<file path="src/rtl/hrp_pkg.sv">
// ----------------------------------------------------------------------------
// hrp_pkg
// Types, codes and helper functions shared by the HTTP response header parser.
// ----------------------------------------------------------------------------
`default_nettype none

package hrp_pkg;

    // Size of the key store; the effective key limit is capped one below it
    localparam int KEY_STORE_BYTES = 32;
    localparam int KEY_CAP         = KEY_STORE_BYTES - 1;

    // Status line prefix length ("HTTP/1")
    localparam int PREFIX_LEN = 6;

    // Configuration register indexes
    localparam logic CFG_KEY_LIMIT = 1'b0;
    localparam logic CFG_MSG_LIMIT = 1'b1;

    // Configuration reset values
    localparam logic [4:0]  KEY_LIMIT_RESET = 5'd31;
    localparam logic [16:0] MSG_LIMIT_RESET = 17'h10000;

    // Character codes
    localparam logic [7:0] CH_DOT   = 8'h2E;
    localparam logic [7:0] CH_COLON = 8'h3A;
    localparam logic [7:0] CH_CR    = 8'h0D;
    localparam logic [7:0] CH_LF    = 8'h0A;
    localparam logic [7:0] CH_SPACE = 8'h20;
    localparam logic [7:0] CH_SLASH = 8'h2F;
    localparam logic [7:0] CH_ZERO  = 8'h30;
    localparam logic [7:0] CH_ONE   = 8'h31;
    localparam logic [7:0] CH_NINE  = 8'h39;
    localparam logic [7:0] CH_UP_A  = 8'h41;
    localparam logic [7:0] CH_UP_Z  = 8'h5A;
    localparam logic [7:0] CH_LO_A  = 8'h61;
    localparam logic [7:0] CH_LO_Z  = 8'h7A;
    localparam logic [7:0] CH_DASH  = 8'h2D;
    localparam logic [7:0] CH_UNDER = 8'h5F;
    localparam logic [7:0] CH_H     = 8'h48;
    localparam logic [7:0] CH_T     = 8'h54;
    localparam logic [7:0] CH_P     = 8'h50;

    // Parser phases, one-hot
    typedef enum logic [9:0] {
        PH_PREFIX      = 10'b00_0000_0001,
        PH_SUBVER      = 10'b00_0000_0010,
        PH_CODE        = 10'b00_0000_0100,
        PH_TEXT        = 10'b00_0000_1000,
        PH_KEY         = 10'b00_0001_0000,
        PH_SPACES      = 10'b00_0010_0000,
        PH_VALUE_FIRST = 10'b00_0100_0000,
        PH_VALUE       = 10'b00_1000_0000,
        PH_LINE_LF     = 10'b01_0000_0000,
        PH_FINAL_LF    = 10'b10_0000_0000
    } t_phase;

    // Event codes of the result word
    typedef enum logic [3:0] {
        EV_NONE       = 4'd0,
        EV_CODE       = 4'd1,
        EV_KEY_BYTE   = 4'd2,
        EV_KEY_END    = 4'd3,
        EV_VALUE_BYTE = 4'd4,
        EV_HEADER     = 4'd5,
        EV_DONE       = 4'd6,
        EV_BAD        = 4'd7,
        EV_LONG       = 4'd8
    } t_event;

    // Parser state carried from byte to byte
    typedef struct packed {
        t_phase      phase;
        logic [16:0] msg_count;
        logic [15:0] field_count;
        logic        prefix_ok;
        logic [15:0] code_acc;
        logic [4:0]  saved_klen;
    } t_state;

    // One result word
    typedef struct packed {
        t_event      event_res;
        logic [7:0]  data_byte;
        logic [15:0] status_code;
        logic [4:0]  key_length;
        logic [15:0] value_length;
        logic [16:0] consumed_bytes;
    } t_result;

    localparam t_state STATE_RESTART = '{
        phase:       PH_PREFIX,
        msg_count:   17'd0,
        field_count: 16'd0,
        prefix_ok:   1'b1,
        code_acc:    16'd0,
        saved_klen:  5'd0
    };

    // Expected prefix character at a position below PREFIX_LEN
    function automatic logic [7:0] prefix_char(input logic [2:0] idx);
        logic [7:0] c;
        case (idx)
            3'd0:    c = CH_H;
            3'd1:    c = CH_T;
            3'd2:    c = CH_T;
            3'd3:    c = CH_P;
            3'd4:    c = CH_SLASH;
            3'd5:    c = CH_ONE;
            default: c = 8'd0;
        endcase
        return c;
    endfunction

    function automatic logic is_key_char(input logic [7:0] b);
        return (b >= CH_LO_A && b <= CH_LO_Z) || (b >= CH_UP_A && b <= CH_UP_Z) ||
               (b >= CH_ZERO && b <= CH_NINE) || b == CH_DASH || b == CH_UNDER;
    endfunction

    // Saturating 16-bit increment
    function automatic logic [15:0] bump16(input logic [15:0] v);
        return (v != 16'hFFFF) ? v + 16'd1 : 16'hFFFF;
    endfunction

endpackage

`default_nettype wire

</file>
<file path="src/rtl/hrp_in_if.sv">
// ----------------------------------------------------------------------------
// hrp_in_if
// Input byte channel: valid/ready handshake with one raw byte per word.
// ----------------------------------------------------------------------------
`default_nettype none

interface hrp_in_if;
    logic       valid;
    logic       ready;
    logic [7:0] in_byte;

    modport source (output valid, output in_byte, input ready);
    modport sink   (input valid, input in_byte, output ready);
endinterface

`default_nettype wire

</file>
<file path="src/rtl/hrp_out_if.sv">
// ----------------------------------------------------------------------------
// hrp_out_if
// Result channel: valid/ready handshake with one parser event per word.
// ----------------------------------------------------------------------------
`default_nettype none

interface hrp_out_if;
    logic        valid;
    logic        ready;
    logic [3:0]  event_res;
    logic [7:0]  data_byte;
    logic [15:0] status_code;
    logic [4:0]  key_length;
    logic [15:0] value_length;
    logic [16:0] consumed_bytes;

    modport source (output valid, output event_res, output data_byte,
                    output status_code, output key_length, output value_length,
                    output consumed_bytes, input ready);
    modport sink   (input valid, input event_res, input data_byte,
                    input status_code, input key_length, input value_length,
                    input consumed_bytes, output ready);
endinterface

`default_nettype wire

</file>
<file path="src/rtl/hrp_step.sv">
// ----------------------------------------------------------------------------
// hrp_step
// Next-state and event logic for one byte: takes the current parser state and
// a byte, returns the following state and the result word.
// ----------------------------------------------------------------------------
`default_nettype none

module hrp_step (
    input  hrp_pkg::t_state  i_state,
    input  logic [7:0]       i_byte,
    input  logic [4:0]       i_key_limit,
    input  logic [16:0]      i_msg_limit,
    output hrp_pkg::t_state  o_state,
    output hrp_pkg::t_result o_result
);
    import hrp_pkg::*;

    logic [17:0] pos;
    logic [8:0]  key_lim;
    logic [19:0] code_next;
    logic [15:0] code_sat;
    logic        finish;
    t_state      st;
    t_result     res;

    // Position of this byte in the message, and effective key limit
    assign pos     = {1'b0, i_state.msg_count} + 18'd1;
    assign key_lim = (9'(i_key_limit) > 9'(KEY_CAP)) ? 9'(KEY_CAP) : 9'(i_key_limit);

    // Decimal accumulate: acc * 10 + digit, saturating
    assign code_next = ({4'd0, i_state.code_acc} << 3) + ({4'd0, i_state.code_acc} << 1)
                       + 20'(i_byte - CH_ZERO);
    assign code_sat  = (code_next > 20'h0FFFF) ? 16'hFFFF : code_next[15:0];

    // Parse one byte
    always_comb begin
        st     = i_state;
        finish = 1'b0;
        res    = '{event_res: EV_NONE, data_byte: 8'd0, status_code: 16'd0,
                   key_length: 5'd0, value_length: 16'd0, consumed_bytes: 17'd0};

        if (pos > {1'b0, i_msg_limit}) begin
            res.event_res = EV_LONG;
            finish        = 1'b1;
        end else begin
            st.msg_count = pos[16:0];
            case (i_state.phase)
                PH_PREFIX: begin
                    if (i_byte == CH_DOT) begin
                        if (i_state.field_count != 16'(PREFIX_LEN) || !i_state.prefix_ok) begin
                            res.event_res = EV_BAD;
                            finish        = 1'b1;
                        end else begin
                            st.field_count = 16'd0;
                            st.phase       = PH_SUBVER;
                        end
                    end else if ((i_byte >= CH_UP_A && i_byte <= CH_UP_Z) ||
                                 i_byte == CH_SLASH || i_byte == CH_ONE) begin
                        if (i_state.field_count >= 16'(PREFIX_LEN) ||
                            prefix_char(i_state.field_count[2:0]) != i_byte) begin
                            st.prefix_ok = 1'b0;
                        end
                        st.field_count = bump16(i_state.field_count);
                    end else begin
                        res.event_res = EV_BAD;
                        finish        = 1'b1;
                    end
                end
                PH_SUBVER: begin
                    if (i_byte == CH_SPACE) begin
                        st.code_acc = 16'd0;
                        st.phase    = PH_CODE;
                    end else if ((i_byte == CH_ZERO || i_byte == CH_ONE) &&
                                 i_state.field_count == 16'd0) begin
                        st.field_count = 16'd1;
                    end else begin
                        res.event_res = EV_BAD;
                        finish        = 1'b1;
                    end
                end
                PH_CODE: begin
                    if (i_byte == CH_SPACE) begin
                        res.event_res = EV_CODE;
                        st.phase      = PH_TEXT;
                    end else if (i_byte >= CH_ZERO && i_byte <= CH_NINE) begin
                        st.code_acc = code_sat;
                    end else begin
                        res.event_res = EV_BAD;
                        finish        = 1'b1;
                    end
                end
                PH_TEXT: begin
                    if (i_byte == CH_LF) begin
                        st.field_count = 16'd0;
                        st.phase       = PH_KEY;
                    end else if (i_byte == CH_CR) begin
                        st.phase = PH_LINE_LF;
                    end
                end
                PH_KEY: begin
                    if (i_byte == CH_COLON) begin
                        st.saved_klen  = i_state.field_count[4:0];
                        res.event_res  = EV_KEY_END;
                        res.key_length = i_state.field_count[4:0];
                        st.phase       = PH_SPACES;
                    end else if (i_state.field_count == 16'd0 && i_byte == CH_LF) begin
                        res.event_res      = EV_DONE;
                        res.consumed_bytes = pos[16:0];
                        finish             = 1'b1;
                    end else if (i_state.field_count == 16'd0 && i_byte == CH_CR) begin
                        st.phase = PH_FINAL_LF;
                    end else if (i_state.field_count >= 16'(key_lim) ||
                                 !is_key_char(i_byte)) begin
                        res.event_res = EV_BAD;
                        finish        = 1'b1;
                    end else begin
                        res.event_res  = EV_KEY_BYTE;
                        res.data_byte  = i_byte;
                        st.field_count = bump16(i_state.field_count);
                    end
                end
                PH_SPACES: begin
                    // first non-space byte is taken as it is
                    if (i_byte != CH_SPACE) begin
                        res.event_res  = EV_VALUE_BYTE;
                        res.data_byte  = i_byte;
                        st.field_count = 16'd1;
                        st.phase       = PH_VALUE;
                    end
                end
                PH_VALUE: begin
                    if (i_byte >= CH_SPACE) begin
                        res.event_res  = EV_VALUE_BYTE;
                        res.data_byte  = i_byte;
                        st.field_count = bump16(i_state.field_count);
                    end else if (i_byte == CH_LF || i_byte == CH_CR) begin
                        res.event_res    = EV_HEADER;
                        res.key_length   = i_state.saved_klen;
                        res.value_length = i_state.field_count;
                        st.field_count   = 16'd0;
                        st.phase         = (i_byte == CH_CR) ? PH_LINE_LF : PH_KEY;
                    end else begin
                        res.event_res = EV_BAD;
                        finish        = 1'b1;
                    end
                end
                PH_LINE_LF: begin
                    if (i_byte == CH_LF) begin
                        st.field_count = 16'd0;
                        st.phase       = PH_KEY;
                    end else begin
                        res.event_res = EV_BAD;
                        finish        = 1'b1;
                    end
                end
                PH_FINAL_LF: begin
                    if (i_byte == CH_LF) begin
                        res.event_res      = EV_DONE;
                        res.consumed_bytes = pos[16:0];
                    end else begin
                        res.event_res = EV_BAD;
                    end
                    finish = 1'b1;
                end
                default: begin
                    res.event_res = EV_BAD;
                    finish        = 1'b1;
                end
            endcase
        end

        // status code reflects the accumulator before any restart
        res.status_code = st.code_acc;
        if (finish) begin
            st = STATE_RESTART;
        end
    end

    assign o_state  = st;
    assign o_result = res;

endmodule

`default_nettype wire

</file>
<file path="src/rtl/http_response_header_parser.sv">
// ----------------------------------------------------------------------------
// http_response_header_parser
// Byte-serial HTTP/1.x response header parser: one event word per input byte.
//
//   channel       dir  handshake    word
//   i_byte_chan   in   valid/ready  in_byte
//   o_event_chan  out  valid/ready  event, data byte, code, lengths, count
//   i_cfg_*       in   write enable key length limit / message byte limit
//
// One byte per cycle unless stalled; each event follows in the next cycle.
// The parser state updates in the cycle the byte is taken and the event word
// sits in an output register, so a new byte is taken whenever that register
// is empty or being drained. Synchronous reset restores the limits to their
// defaults and restarts at the status line. A stall on the result side holds
// the event word and blocks further input only while it is full.
// ----------------------------------------------------------------------------
`default_nettype none

module http_response_header_parser (
    input  logic        i_clk,
    input  logic        i_rst_n,
    input  logic        i_cfg_we,
    input  logic        i_cfg_index,
    input  logic [16:0] i_cfg_data,
    hrp_in_if.sink      i_byte_chan,
    hrp_out_if.source   o_event_chan
);
    import hrp_pkg::*;

    logic [4:0]  r_key_limit;
    logic [16:0] r_msg_limit;
    t_state      r_state;
    t_state      n_state;
    t_result     r_result;
    t_result     n_result;
    logic        r_out_valid;
    logic        in_accept;

    // Take a byte when the output register is free or draining
    assign i_byte_chan.ready = !r_out_valid || o_event_chan.ready;
    assign in_accept         = i_byte_chan.valid && i_byte_chan.ready;

    // Configuration registers
    always_ff @(posedge i_clk) begin
        if (!i_rst_n) begin
            r_key_limit <= KEY_LIMIT_RESET;
            r_msg_limit <= MSG_LIMIT_RESET;
        end else if (i_cfg_we) begin
            case (i_cfg_index)
                CFG_KEY_LIMIT: r_key_limit <= i_cfg_data[4:0];
                CFG_MSG_LIMIT: r_msg_limit <= i_cfg_data;
                default: ;
            endcase
        end
    end

    hrp_step u_step (
        .i_state     (r_state),
        .i_byte      (i_byte_chan.in_byte),
        .i_key_limit (r_key_limit),
        .i_msg_limit (r_msg_limit),
        .o_state     (n_state),
        .o_result    (n_result)
    );

    // Advance parser state on each accepted byte
    always_ff @(posedge i_clk) begin
        if (!i_rst_n) begin
            r_state <= STATE_RESTART;
        end else if (in_accept) begin
            r_state <= n_state;
        end
    end

    // Output register valid flag
    always_ff @(posedge i_clk) begin
        if (!i_rst_n) begin
            r_out_valid <= 1'b0;
        end else if (in_accept) begin
            r_out_valid <= 1'b1;
        end else if (o_event_chan.ready) begin
            r_out_valid <= 1'b0;
        end
    end

    // Hold the event word until taken
    always_ff @(posedge i_clk) begin
        if (in_accept) begin
            r_result <= n_result;
        end
    end

    assign o_event_chan.valid          = r_out_valid;
    assign o_event_chan.event_res      = r_result.event_res;
    assign o_event_chan.data_byte      = r_result.data_byte;
    assign o_event_chan.status_code    = r_result.status_code;
    assign o_event_chan.key_length     = r_result.key_length;
    assign o_event_chan.value_length   = r_result.value_length;
    assign o_event_chan.consumed_bytes = r_result.consumed_bytes;

endmodule

`default_nettype wire

</file>
<file path="src/flat_wrapper.sv">
// flat-port wrapper written by rule: the top's interface ports become plain ports
module http_response_header_parser_flat import hrp_pkg::*;
  (i_clk, i_rst_n, i_cfg_we, i_cfg_index, i_cfg_data, i_byte_chan_valid, i_byte_chan_in_byte, i_byte_chan_ready, o_event_chan_valid, o_event_chan_event_res, o_event_chan_data_byte, o_event_chan_status_code, o_event_chan_key_length, o_event_chan_value_length, o_event_chan_consumed_bytes, o_event_chan_ready);
  hrp_in_if i_byte_chan_i ();
  hrp_out_if o_event_chan_i ();
  input  logic i_clk;
  input  logic i_rst_n;
  input  logic i_cfg_we;
  input  logic i_cfg_index;
  input  logic [16:0] i_cfg_data;
  input wire logic [$bits(i_byte_chan_i.valid)-1:0] i_byte_chan_valid;
  input wire logic [$bits(i_byte_chan_i.in_byte)-1:0] i_byte_chan_in_byte;
  output wire logic [$bits(i_byte_chan_i.ready)-1:0] i_byte_chan_ready;
  output wire logic [$bits(o_event_chan_i.valid)-1:0] o_event_chan_valid;
  output wire logic [$bits(o_event_chan_i.event_res)-1:0] o_event_chan_event_res;
  output wire logic [$bits(o_event_chan_i.data_byte)-1:0] o_event_chan_data_byte;
  output wire logic [$bits(o_event_chan_i.status_code)-1:0] o_event_chan_status_code;
  output wire logic [$bits(o_event_chan_i.key_length)-1:0] o_event_chan_key_length;
  output wire logic [$bits(o_event_chan_i.value_length)-1:0] o_event_chan_value_length;
  output wire logic [$bits(o_event_chan_i.consumed_bytes)-1:0] o_event_chan_consumed_bytes;
  input wire logic [$bits(o_event_chan_i.ready)-1:0] o_event_chan_ready;
  assign i_byte_chan_i.valid = i_byte_chan_valid;
  assign i_byte_chan_i.in_byte = i_byte_chan_in_byte;
  assign i_byte_chan_ready = i_byte_chan_i.ready;
  assign o_event_chan_valid = o_event_chan_i.valid;
  assign o_event_chan_event_res = o_event_chan_i.event_res;
  assign o_event_chan_data_byte = o_event_chan_i.data_byte;
  assign o_event_chan_status_code = o_event_chan_i.status_code;
  assign o_event_chan_key_length = o_event_chan_i.key_length;
  assign o_event_chan_value_length = o_event_chan_i.value_length;
  assign o_event_chan_consumed_bytes = o_event_chan_i.consumed_bytes;
  assign o_event_chan_i.ready = o_event_chan_ready;
  http_response_header_parser u_core (.i_clk(i_clk), .i_rst_n(i_rst_n), .i_cfg_we(i_cfg_we), .i_cfg_index(i_cfg_index), .i_cfg_data(i_cfg_data), .i_byte_chan(i_byte_chan_i), .o_event_chan(o_event_chan_i));
endmodule
</file>
<file path="config.mk">
export PLATFORM = sky130hd
export DESIGN_NAME = http_response_header_parser_flat
export DESIGN_NICKNAME = d
export VERILOG_FILES = /design/src/rtl/hrp_pkg.sv /design/src/rtl/hrp_in_if.sv /design/src/rtl/hrp_out_if.sv /design/src/rtl/hrp_step.sv /design/src/rtl/http_response_header_parser.sv /design/src/flat_wrapper.sv
export SDC_FILE = /design/constraint.sdc
export NUM_CORES = 1
export LEC_CHECK = 0
export ABC_CLOCK_PERIOD_IN_PS = 6450
export BUFFER_PORTS_ARGS = -buffer_cell sky130_fd_sc_hd__buf_2
export CORE_ASPECT_RATIO = 0.5
export CORE_MARGIN = 2
export CORE_UTILIZATION = 35
export DETAILED_ROUTE_END_ITERATION = 8
export PLACE_DENSITY = 0.52
export SETUP_SLACK_MARGIN = 0.2
export SYNTH_ARGS = -nofsm -noshare
export SYNTH_HDL_FRONTEND = slang
export SYNTH_SLANG_ARGS = --single-unit
</file>
<file path="constraint.sdc">
create_clock -name i_clk -period 6.45 [get_ports i_clk]
set_input_delay 0.645 -clock i_clk [delete_from_list [all_inputs] [get_ports i_clk]]
set_output_delay 0.645 -clock i_clk [all_outputs]
set_load 0.005 [all_outputs]
</file>
## Word level (Yosys, flattened, before mapping)

Index checks and enable logic that the tools add are counted.

- Order comparisons: 11
- Equal/unequal tests: 51
- Bitwise logic cells: 3
- Multiplexer cells: 95
- Add/sub/neg operators: 5
- Reductions and logical operators: 43

Operators by type and width:

| kind | count |
|---|---|
| $mux 16 | 17 |
| $mux 10 | 13 |
| $mux 65 | 2 |
| $pmux 16 s6 | 1 |
| $pmux 10 s8 | 1 |
| $mux 17 | 4 |
| $mux 8 | 8 |
| $eq 8x6->1 const B | 7 |
| $mux 21 | 2 |
| $ne 3x3->1 const B | 14 |
| $pmux 4 s9 | 1 |
| $pmux 7 s5 | 1 |
| $pmux 17 s2 | 1 |
| $pmux 16 s2 | 1 |
| $reduce_and 14->1 | 2 |
| $ne 4x4->1 const B | 6 |
| $pmux 8 s3 | 1 |
| $mux 1 | 21 |
| $mux 3 | 7 |
| $add 19x17->20 | 1 |
| $add 20x20->20 | 1 |
| $gt 20x16->1 const B | 1 |
| $mux 4 | 5 |
| $add 17x1->18 const B | 1 |
| other kinds (50) | 89 |

- Output and inout bits: 68
- Bits in registers: 154
- Bits of input ports: 31
- Word-level logic and storage cells: 223

## Longest topological paths before layout

Gate-level depths: netlist of run 1.

- Word-level depth: 16
- Mapped depth: 19
- Gate-level depth less buffers: 16

## Hierarchy

A second synthesis of run 1 with hierarchy kept.

- Cells, all modules: 1295
- Area total of the unflattened synthesis: 10867.9 µm²

By module, submodules not included:

| module | cells each | area an instance (µm²) | times used | sequential area each (µm²) |
|---|---|---|---|---|
| hrp_step | 844 | 5466.5 | 1 | 0.0 |
| http_response_header_parser | 451 | 5401.4 | 1 | 3743.6 |

## Worst setup path before layout of run 1

No wires, ideal clock.

- Kind: input to register
- Start point: input i_byte_chan_in_byte[7]
- End point: register u_core.r_result (netlist bit u_core.o_event_chan.status_code[2]), data pin
- Slack: 1.660 ns
- Arrival time: 4.528 ns
- Required time: 6.187 ns
- Setup time: 0.263 ns
- Cell stages on the path: 17
- Buffers on the path: 3
- Cells stage by stage: buf_2 > nor2_1 > nand2_1 > inv_1 > fa_1 > ha_1 > o21a_1 > o2111ai_1 > a21oi_1 > o41ai_1 > mux2_2 > or4_1 > clkbuf_1 > clkbuf_1 > nor3_1 > o21ai_1 > o2bb2ai_1

RTL lines:

| what | RTL line | RTL |
|---|---|---|
| start, declared | flat_wrapper.sv:12 | `input wire logic [$bits(i_byte_chan_i.in_byte)-1:0] i_byte_chan_in_byte;` |
| end signal, assigned | http_response_header_parser.sv:89 | `r_result <= n_result;` |
| end, declared | http_response_header_parser.sv:34 | `t_result r_result;` |

## Worst setup path in the final report of run 1

- Start point: register u_core.r_state[38] (netlist bit)
- End point: register u_core.r_state[12] (netlist bit)

- Longest elaborated chain between the ends: 4
- Elaborated cells on any way between the ends: 5
- Classes of those cells: 1 x add/sub; 1 x order compare; 3 x mux

Ends and longest elaborated chain:

| what | RTL line | RTL |
|---|---|---|
| start, declared | http_response_header_parser.sv:32 | `t_state r_state;` |
| start signal, assigned | http_response_header_parser.sv:71 | `r_state <= n_state;` |
| $add 17x1->18 (*) | hrp_step.sv:27 | `assign pos = {1'b0, i_state.msg_count} + 18'd1;` |
| $gt 18x17->1 (*) | hrp_step.sv:42 | `if (pos > {1'b0, i_msg_limit}) begin` |
| $mux 65 or $mux 1 (tied branches) | hrp_step.sv:42 |  |
| $mux 65 (*) | hrp_step.sv:174 | `if (finish) begin` |

Every way passes the cells marked *; elsewhere a longest branch is shown, timed or not. The select of a mux whose other input is x is not followed.
A chain may end at the register's enable or synchronous reset.

==> flow_summary.json, run 1 <==
{
  "drtAntennaViolNets": 0,
  "post-route-period-util_pct": 81.4,
  "synth_commonest_cells": "132 x nand2_1, 89 x nor2_1, 87 x dfxtp_1",
  "crit_start": "u_core.r_state[38]$_SDFFE_PN0P_",
  "drc": 0,
  "synth-async-reset-ratio_pct": 0,
  "tns_ps": 0,
  "grt-busiest-layer": "met2",
  "reg2reg_from": "u_core.r_state[38]$_SDFFE_PN0P_",
  "whs_path_depth": 3,
  "tritoncts": "built",
  "num_io_pins": 99,
  "drtIter0Drc": 622,
  "vias": 8935,
  "path_class": "register to register",
  "hpwl_um": 21600,
  "yosysWarnings": 0,
  "grtUsageMet3_pct": 4.83,
  "antenna_found_initial": 0,
  "cts.repair.resized": 0,
  "setup_slack_ps": 1200,
  "synth_nets": 1265,
  "power_density_nw_per_um2": 205,
  "required_ps": 6830,
  "cts_hold_buf": 0,
  "reg2regPathDepth": 15,
  "synth_edf_count": 66,
  "initial_core_util_pct": 35.9,
  "synth_flop_cell": "dfxtp_1",
  "post-cts-setup-buffer-count": 0,
  "fmax_mhz": 191,
  "syn_inst": 1164,
  "die_h_um": 124,
  "die_area_um2": 30100,
  "min_path_type": "primary input to register",
  "clockRootBuffer": "clkbuf_16",
  "grtUsageTotal_pct": 19.9,
  "clk_pin_slew_ps": 70,
  "grt_max_degree": 51,
  "startpoint_type": "register",
  "post_drt_wl_per_cell_um": 18.0,
  "crit_arrival_ps": 5620,
  "whs_ps": 416,
  "setup_viol": 0,
  "routed_wl_um": 29300,
  "yosysUniqueCellTypes": 92,
  "power.leakage_nw": 4.51,
  "fin_skew_ps": 10.5,
  "die_w_um": 243,
  "overflow": 0,
  "synth.avg_cell_area_um2": 8.61,
  "cts_buffers": 17,
  "cp_cell_sequence": "ha_1 > inv_1 > nor2_1 > nand3_1 > xnor2_1 > ha_1 > nand2_1 > nor2_1 > a2111oi_0 > o22ai_1 > o311ai_2 > nand2_1 > nor3_2 > or4b_1 > a21oi_1",
  "synthTopCellsByArea": "edfxtp_1 20%, dfxtp_1 17%, ha_1 6.9%",
  "synth_area_leader_cell": "edfxtp_1",
  "cp_slowest_stage_delay_ps": 780,
  "antennaDiodeCount": 0,
  "core_region_area_um2": 27900,
  "area_growth_pct": 13.9,
  "place_ws_ps": 848,
  "worst_pin_slew_ps": 1190,
  "yosysTopAreaCellShare_pct": 19.8,
  "worstHoldStart": "i_cfg_data[13]",
  "max-vdd-ir-drop_mv": 0.184,
  "place_congestion": 0.885,
  "final_nets": 1331,
  "slowest_stage": "nor3_2",
  "grt_pass1_vias": 8738,
  "post_drt_via_cell_ratio": 5.50,
  "synth_area_um2": 10000,
  "cap_violations": 0,
  "hold_violations": 0,
  "design_area_um2": 11400,
  "status": "finished clean",
  "placed_cells_incl_taps": 1593,
  "clock_latency_ps": 460,
  "dr.pass1.iters": 6,
  "dpl_cell_area_um2": 10800,
  "synth-seq-cells": 153,
  "cp_max_fo": 9,
  "cts.sink_count": 153,
  "grt_pass1_wl_um": 46200,
  "cts_buffer_depth": 2,
  "io_buffers": 98,
  "layout-drive-gt1-share_pct": 14.4,
  "gr-usage-met1_pct": 25.6,
  "layoutNonFillerInstCount": 1625,
  "relSlewSlack_pct": 20.6,
  "grtUsageMet2_pct": 31.8,
  "synth.most_common_cell": "nand2_1",
  "ys_seq_area_share_pct": 37.2,
  "endpoint_kind": "register",
  "rsz0062_at_grt": "no",
  "h-tree-depth": 4,
  "period_needed_ps": 5250,
  "maxSlewViolCount": 0,
  "row_count": 43
}
==> cell usage in the layout (no fill, tap or decap), types with 5 or more instances in the layout <==
cell / n
buf_2: 98
a2111oi_0: 9
inv_1: 71
and2_1: 24
nor3_1: 31
inv_6: 5
nand2b_1: 14
dfxtp_1: 87
o211ai_1: 19
xnor2_1: 19
fa_1: 15
nand4_1: 11
nand2_1: 132
or4_1: 5
o21ai_0: 58
nor2_1: 89
xor2_1: 15
or3_1: 10
nor4_1: 13
o31ai_1: 16
or2_2: 5
buf_4: 14
nand3_1: 69
a31oi_1: 5
clkbuf_16: 18
a211oi_1: 6
a22oi_1: 7
ha_1: 55
and3_1: 14
a21o_1: 11
a21oi_1: 81
o22ai_1: 9
edfxtp_1: 66
nor2b_1: 19
o31ai_2: 7
o21a_1: 5
o2bb2ai_1: 6
inv_8: 5
==> worst paths after layout <==
check	endpoint	slack, ps
max	u_core.r_state[12]$_SDFFE_PN0P_	1200
min	u_core.r_msg_limit[13]$_SDFFE_PN0P_	420
max reg2reg	u_core.r_state[12]$_SDFFE_PN0P_	1200
min reg2reg	u_core.r_msg_limit[4]$_SDFFE_PN0P_	460
==> stage by stage <==
step           power, mW  util [%]
6_report            2.34      40.9
5_1_grt             2.44      40.9
4_1_cts             2.37      40.9
3_5_place_dp        1.34      38.8
3_3_place_gp        1.34      38.8
2_1_floorplan       1.24         -
==> flip-flops by register name, indices dropped and copies added (netlist names), 4 cells and up <==
| register | count |
|---|---|
| u_core.o_event_chan.consumed_bytes | 17 |
| u_core.o_event_chan.value_length | 16 |
| u_core.r_state | 64 |
| u_core.o_event_chan.event_res | 4 |
| u_core.r_key_limit | 5 |
| u_core.o_event_chan.status_code | 16 |
| u_core.r_msg_limit | 17 |
| u_core.o_event_chan.key_length | 5 |
| u_core.o_event_chan.data_byte | 8 |
==> final cells by class <==
type / instances / area (um2)
clock inverter: 13 / 121
fill: 2829 / 16500
tap: 382 / 478
inverter: 73 / 277
multi-input combinational: 873 / 5750
timing repair buffer: 112 / 596
clock buffer: 19 / 464
sequential: 153 / 3720
==> cells by family (layout without fill, tap and decap cells) <==
family / Yosys count / after routing / share of synthesized area [%]
AO/OA/AOI/OAI: 291 / 291 / 19.6
adder cells (fa/ha/maj): 70 / 70 / 9.86
flip-flops: 153 / 153 / 37.2
XOR/XNOR: 34 / 34 / 2.97
AND/OR/NAND/NOR: 473 / 473 / 24.4
buffers and inverters: 138 / 217 / 5.44
multiplexers: 5 / 5 / 0.524
==> worst max-delay path: cells and delay by family (launching register included) <==
kind,cells,cell delay (ps)
flops,1,480
compound gates,4,1260
xor+xnor,1,410
buf+inv,1,70
simple gates,7,2330
fa+ha+maj,2,610
==> report_power, final <==
group          total, mW  switching (mW)  internal, mW  leakage [nW]
clock network       1.02           0.475         0.544         0.290
logic              0.269           0.181        0.0884          2.86
registers           1.05          0.0127          1.04          1.36
==> per-layer routing <==
| metal | vias to the layer above | part of all wire (%) | wire, um |
|---|---|---|---|
| met5 | - | 0 | 0 |
| li1 | 4363 | - | - |
| met4 | 0 | 3.1 | 915 |
| met1 | 4269 | 47 | 13700 |
| met2 | 250 | 44 | 13000 |
| met3 | 53 | 5.5 | 1620 |
(Power assumes the default switching activity.)
==> run 2: changes to the inputs <==
--- a/config.mk
+++ b/config.mk
@@ -5,13 +5,13 @@
 export SDC_FILE = /design/constraint.sdc
 export NUM_CORES = 1
 export LEC_CHECK = 0
-export ABC_CLOCK_PERIOD_IN_PS = 6450
+export ABC_CLOCK_PERIOD_IN_PS = 4400
 export BUFFER_PORTS_ARGS = -buffer_cell sky130_fd_sc_hd__buf_2
 export CORE_ASPECT_RATIO = 0.5
 export CORE_MARGIN = 2
 export CORE_UTILIZATION = 35
 export DETAILED_ROUTE_END_ITERATION = 8
-export PLACE_DENSITY = 0.52
+export PLACE_DENSITY = 0.54
 export SETUP_SLACK_MARGIN = 0.2
 export SYNTH_ARGS = -nofsm -noshare
 export SYNTH_HDL_FRONTEND = slang
==> constraint.sdc (replaced) <==
create_clock -name i_clk -period 4.4 [get_ports i_clk]
set_input_delay 0.44 -clock i_clk [delete_from_list [all_inputs] [get_ports i_clk]]
set_output_delay 0.44 -clock i_clk [all_outputs]
set_load 0.005 [all_outputs]
==> run 2 against run 1 <==
Sequential share of layout area decreased by 1.7 points. Total power grew 43%. Utilization grew 2.3 points. Clock power is 34% higher. Final area rose by 5.5%.
==> flow_summary.json, run 2 (same netlist as run 1, synthesis figures left out) <==
{
  "critical_path_depth": 18,
  "path_class": "primary input to register",
  "hpwl_um": 22200,
  "tritoncts": "built",
  "cap_violations": 0,
  "drc": 0,
  "final_nets": 1388,
  "hold_violations": 0,
  "overflow": 0,
  "maxSlewViolCount": 0,
  "post-route-period-util_pct": 91.0,
  "post_drt_wl_per_cell_um": 17.8,
  "min_path_type": "primary input to register",
  "cts_buffer_depth": 2,
  "die_h_um": 124,
  "area_growth_pct": 20.2,
  "antenna_found_initial": 0,
  "cp_slowest_stage_delay_ps": 530,
  "clockRootBuffer": "clkbuf_16",
  "fin_skew_ps": 13.3,
  "whs_ps": 245,
  "num_io_pins": 99,
  "slowest_stage": "or4_1",
  "cts_hold_buf": 0,
  "period_needed_ps": 4000,
  "final_common_cell": "nand2_1",
  "drtIter0Drc": 696,
  "place_congestion": 0.928,
  "rsz0062_at_grt": "no",
  "dr.pass1.iters": 5,
  "clk_pin_slew_ps": 70,
  "die_area_um2": 30100,
  "setup_viol": 0,
  "cp_max_fo": 18,
  "grt_pass1_vias": 9007,
  "core_region_area_um2": 27900,
  "fmax_mhz": 250,
  "power.leakage_nw": 4.80,
  "layout-drive-gt1-share_pct": 21.3,
  "status": "finished clean",
  "whs_path_depth": 3,
  "drtAntennaViolNets": 0,
  "worst_pin_slew_ps": 1100,
  "required_ps": 4580,
  "cp_top_family": "adder cells",
  "endpoint_kind": "register",
  "grt_pass1_wl_um": 47900,
  "row_count": 43,
  "cp_cell_sequence": "buf_2 > ha_1 > inv_2 > nand2_2 > inv_4 > buf_4 > fa_1 > ha_1 > a21o_1 > a21o_1 > a21o_1 > o41ai_2 > mux2_2 > or4_1 > buf_12 > nor3_1 > o21ai_0 > o2bb2ai_1",
  "crit_buf_inv": 5,
  "place_ws_ps": -290,
  "largest_reg_flops": 64,
  "reg2regPathDepth": 18,
  "max-vdd-ir-drop_mv": 0.221,
  "die_w_um": 243,
  "final_cell_mix": "128 x nand2_1, 99 x buf_2, 84 x dfxtp_1",
  "clock_latency_ps": 440,
  "crit_top_cell": "a21o_1",
  "cts.sink_count": 153,
  "vias": 9225,
  "io_buffers": 98,
  "initial_core_util_pct": 35.9,
  "setup_slack_ps": 396,
  "relSlewSlack_pct": 26.6,
  "grt_max_degree": 63,
  "routed_wl_um": 30000,
  "h-tree-depth": 4,
  "post-route-util_pct": 43.1,
  "power_density_nw_per_um2": 279,
  "grtUsageTotal_pct": 20.0,
  "startpoint_type": "primary input",
  "post_drt_via_cell_ratio": 5.48,
  "cts_buffers": 17,
  "top_register": "u_core.r_state",
  "antennaDiodeCount": 0,
  "crit_arrival_ps": 4180
}
## run 2: layout make-up
type / instances / area [um2]
repair buffers: 169 / 1050
fillers: 2771 / 15900
well taps: 382 / 478
multi-input cells: 873 / 5980
flip-flops and latches: 153 / 3730
inverters: 73 / 279
clock buffers: 19 / 433
clock inverters: 13 / 93.8
## run 2: per-layer routing
layer	vias up	GRT usage [%]	share of wire [%]	routed length, um
met3	38	2.97	4.4	1330
met4	0	6.29	1.9	559
met2	242	32.7	46	13700
li1	4474	-	-	-
met1	4471	27.6	48	14400
met5	-	0	0	0
## run 2: what timing repair did
| action | in CTS | in global routing |
|---|---|---|
| setup endpoints to repair | 37 | 96 |
| pin swaps | 1 | 6 |
| gates resized for setup | 6 | 39 |
| buffers inserted | 1 | 3 |
| gates cloned | 0 | 1 |
## run 2: report_power, final
| part | internal [mW] | total, mW | switching [mW] |
|---|---|---|---|
| clock | 0.725 | 1.37 | 0.642 |
| combinational | 0.165 | 0.448 | 0.283 |
| sequential | 1.52 | 1.54 | 0.0168 |
| total | 2.41 | 3.36 | 0.942 |
## run 2: worst reg2reg max path, delay by kind of cell (launching register included)
| family | cells | cell delay, ps |
|---|---|---|
| AO/OA/AOI/OAI | 6 | 1430 |
| XOR/XNOR | 1 | 190 |
| adder cells (fa/ha/maj) | 1 | 280 |
| buffers and inverters | 3 | 620 |
| flip-flops | 1 | 380 |
| AND/OR/NAND/NOR | 7 | 980 |
## run 2: final timing paths
check | from | end | slack [ps]
max reg2reg | u_core.r_state[42]$_SDFFE_PN0P_ | u_core.r_state[15]$_SDFFE_PN0P_ | 450
max | i_byte_chan_in_byte[4] | u_core.o_event_chan.status_code[10]$_DFFE_PP_ | 400
min reg2reg | u_core.r_msg_limit[5]$_SDFFE_PN0P_ | u_core.r_msg_limit[5]$_SDFFE_PN0P_ | 460
min | i_cfg_data[14] | u_core.r_msg_limit[14]$_SDFFE_PN0P_ | 240
## run 2: per-stage QoR
step           TNS (ps)  cell area [um2]  total power [mW]  cells
4_1_cts               0            11900              3.38   1678
6_report              0            12000              3.36   1682
2_1_floorplan         0            10100              1.83   1164
3_3_place_gp       -639            11300              2.00   1645
5_1_grt               0            12000              3.49   1682
3_5_place_dp      -3530            11300              2.01   1645
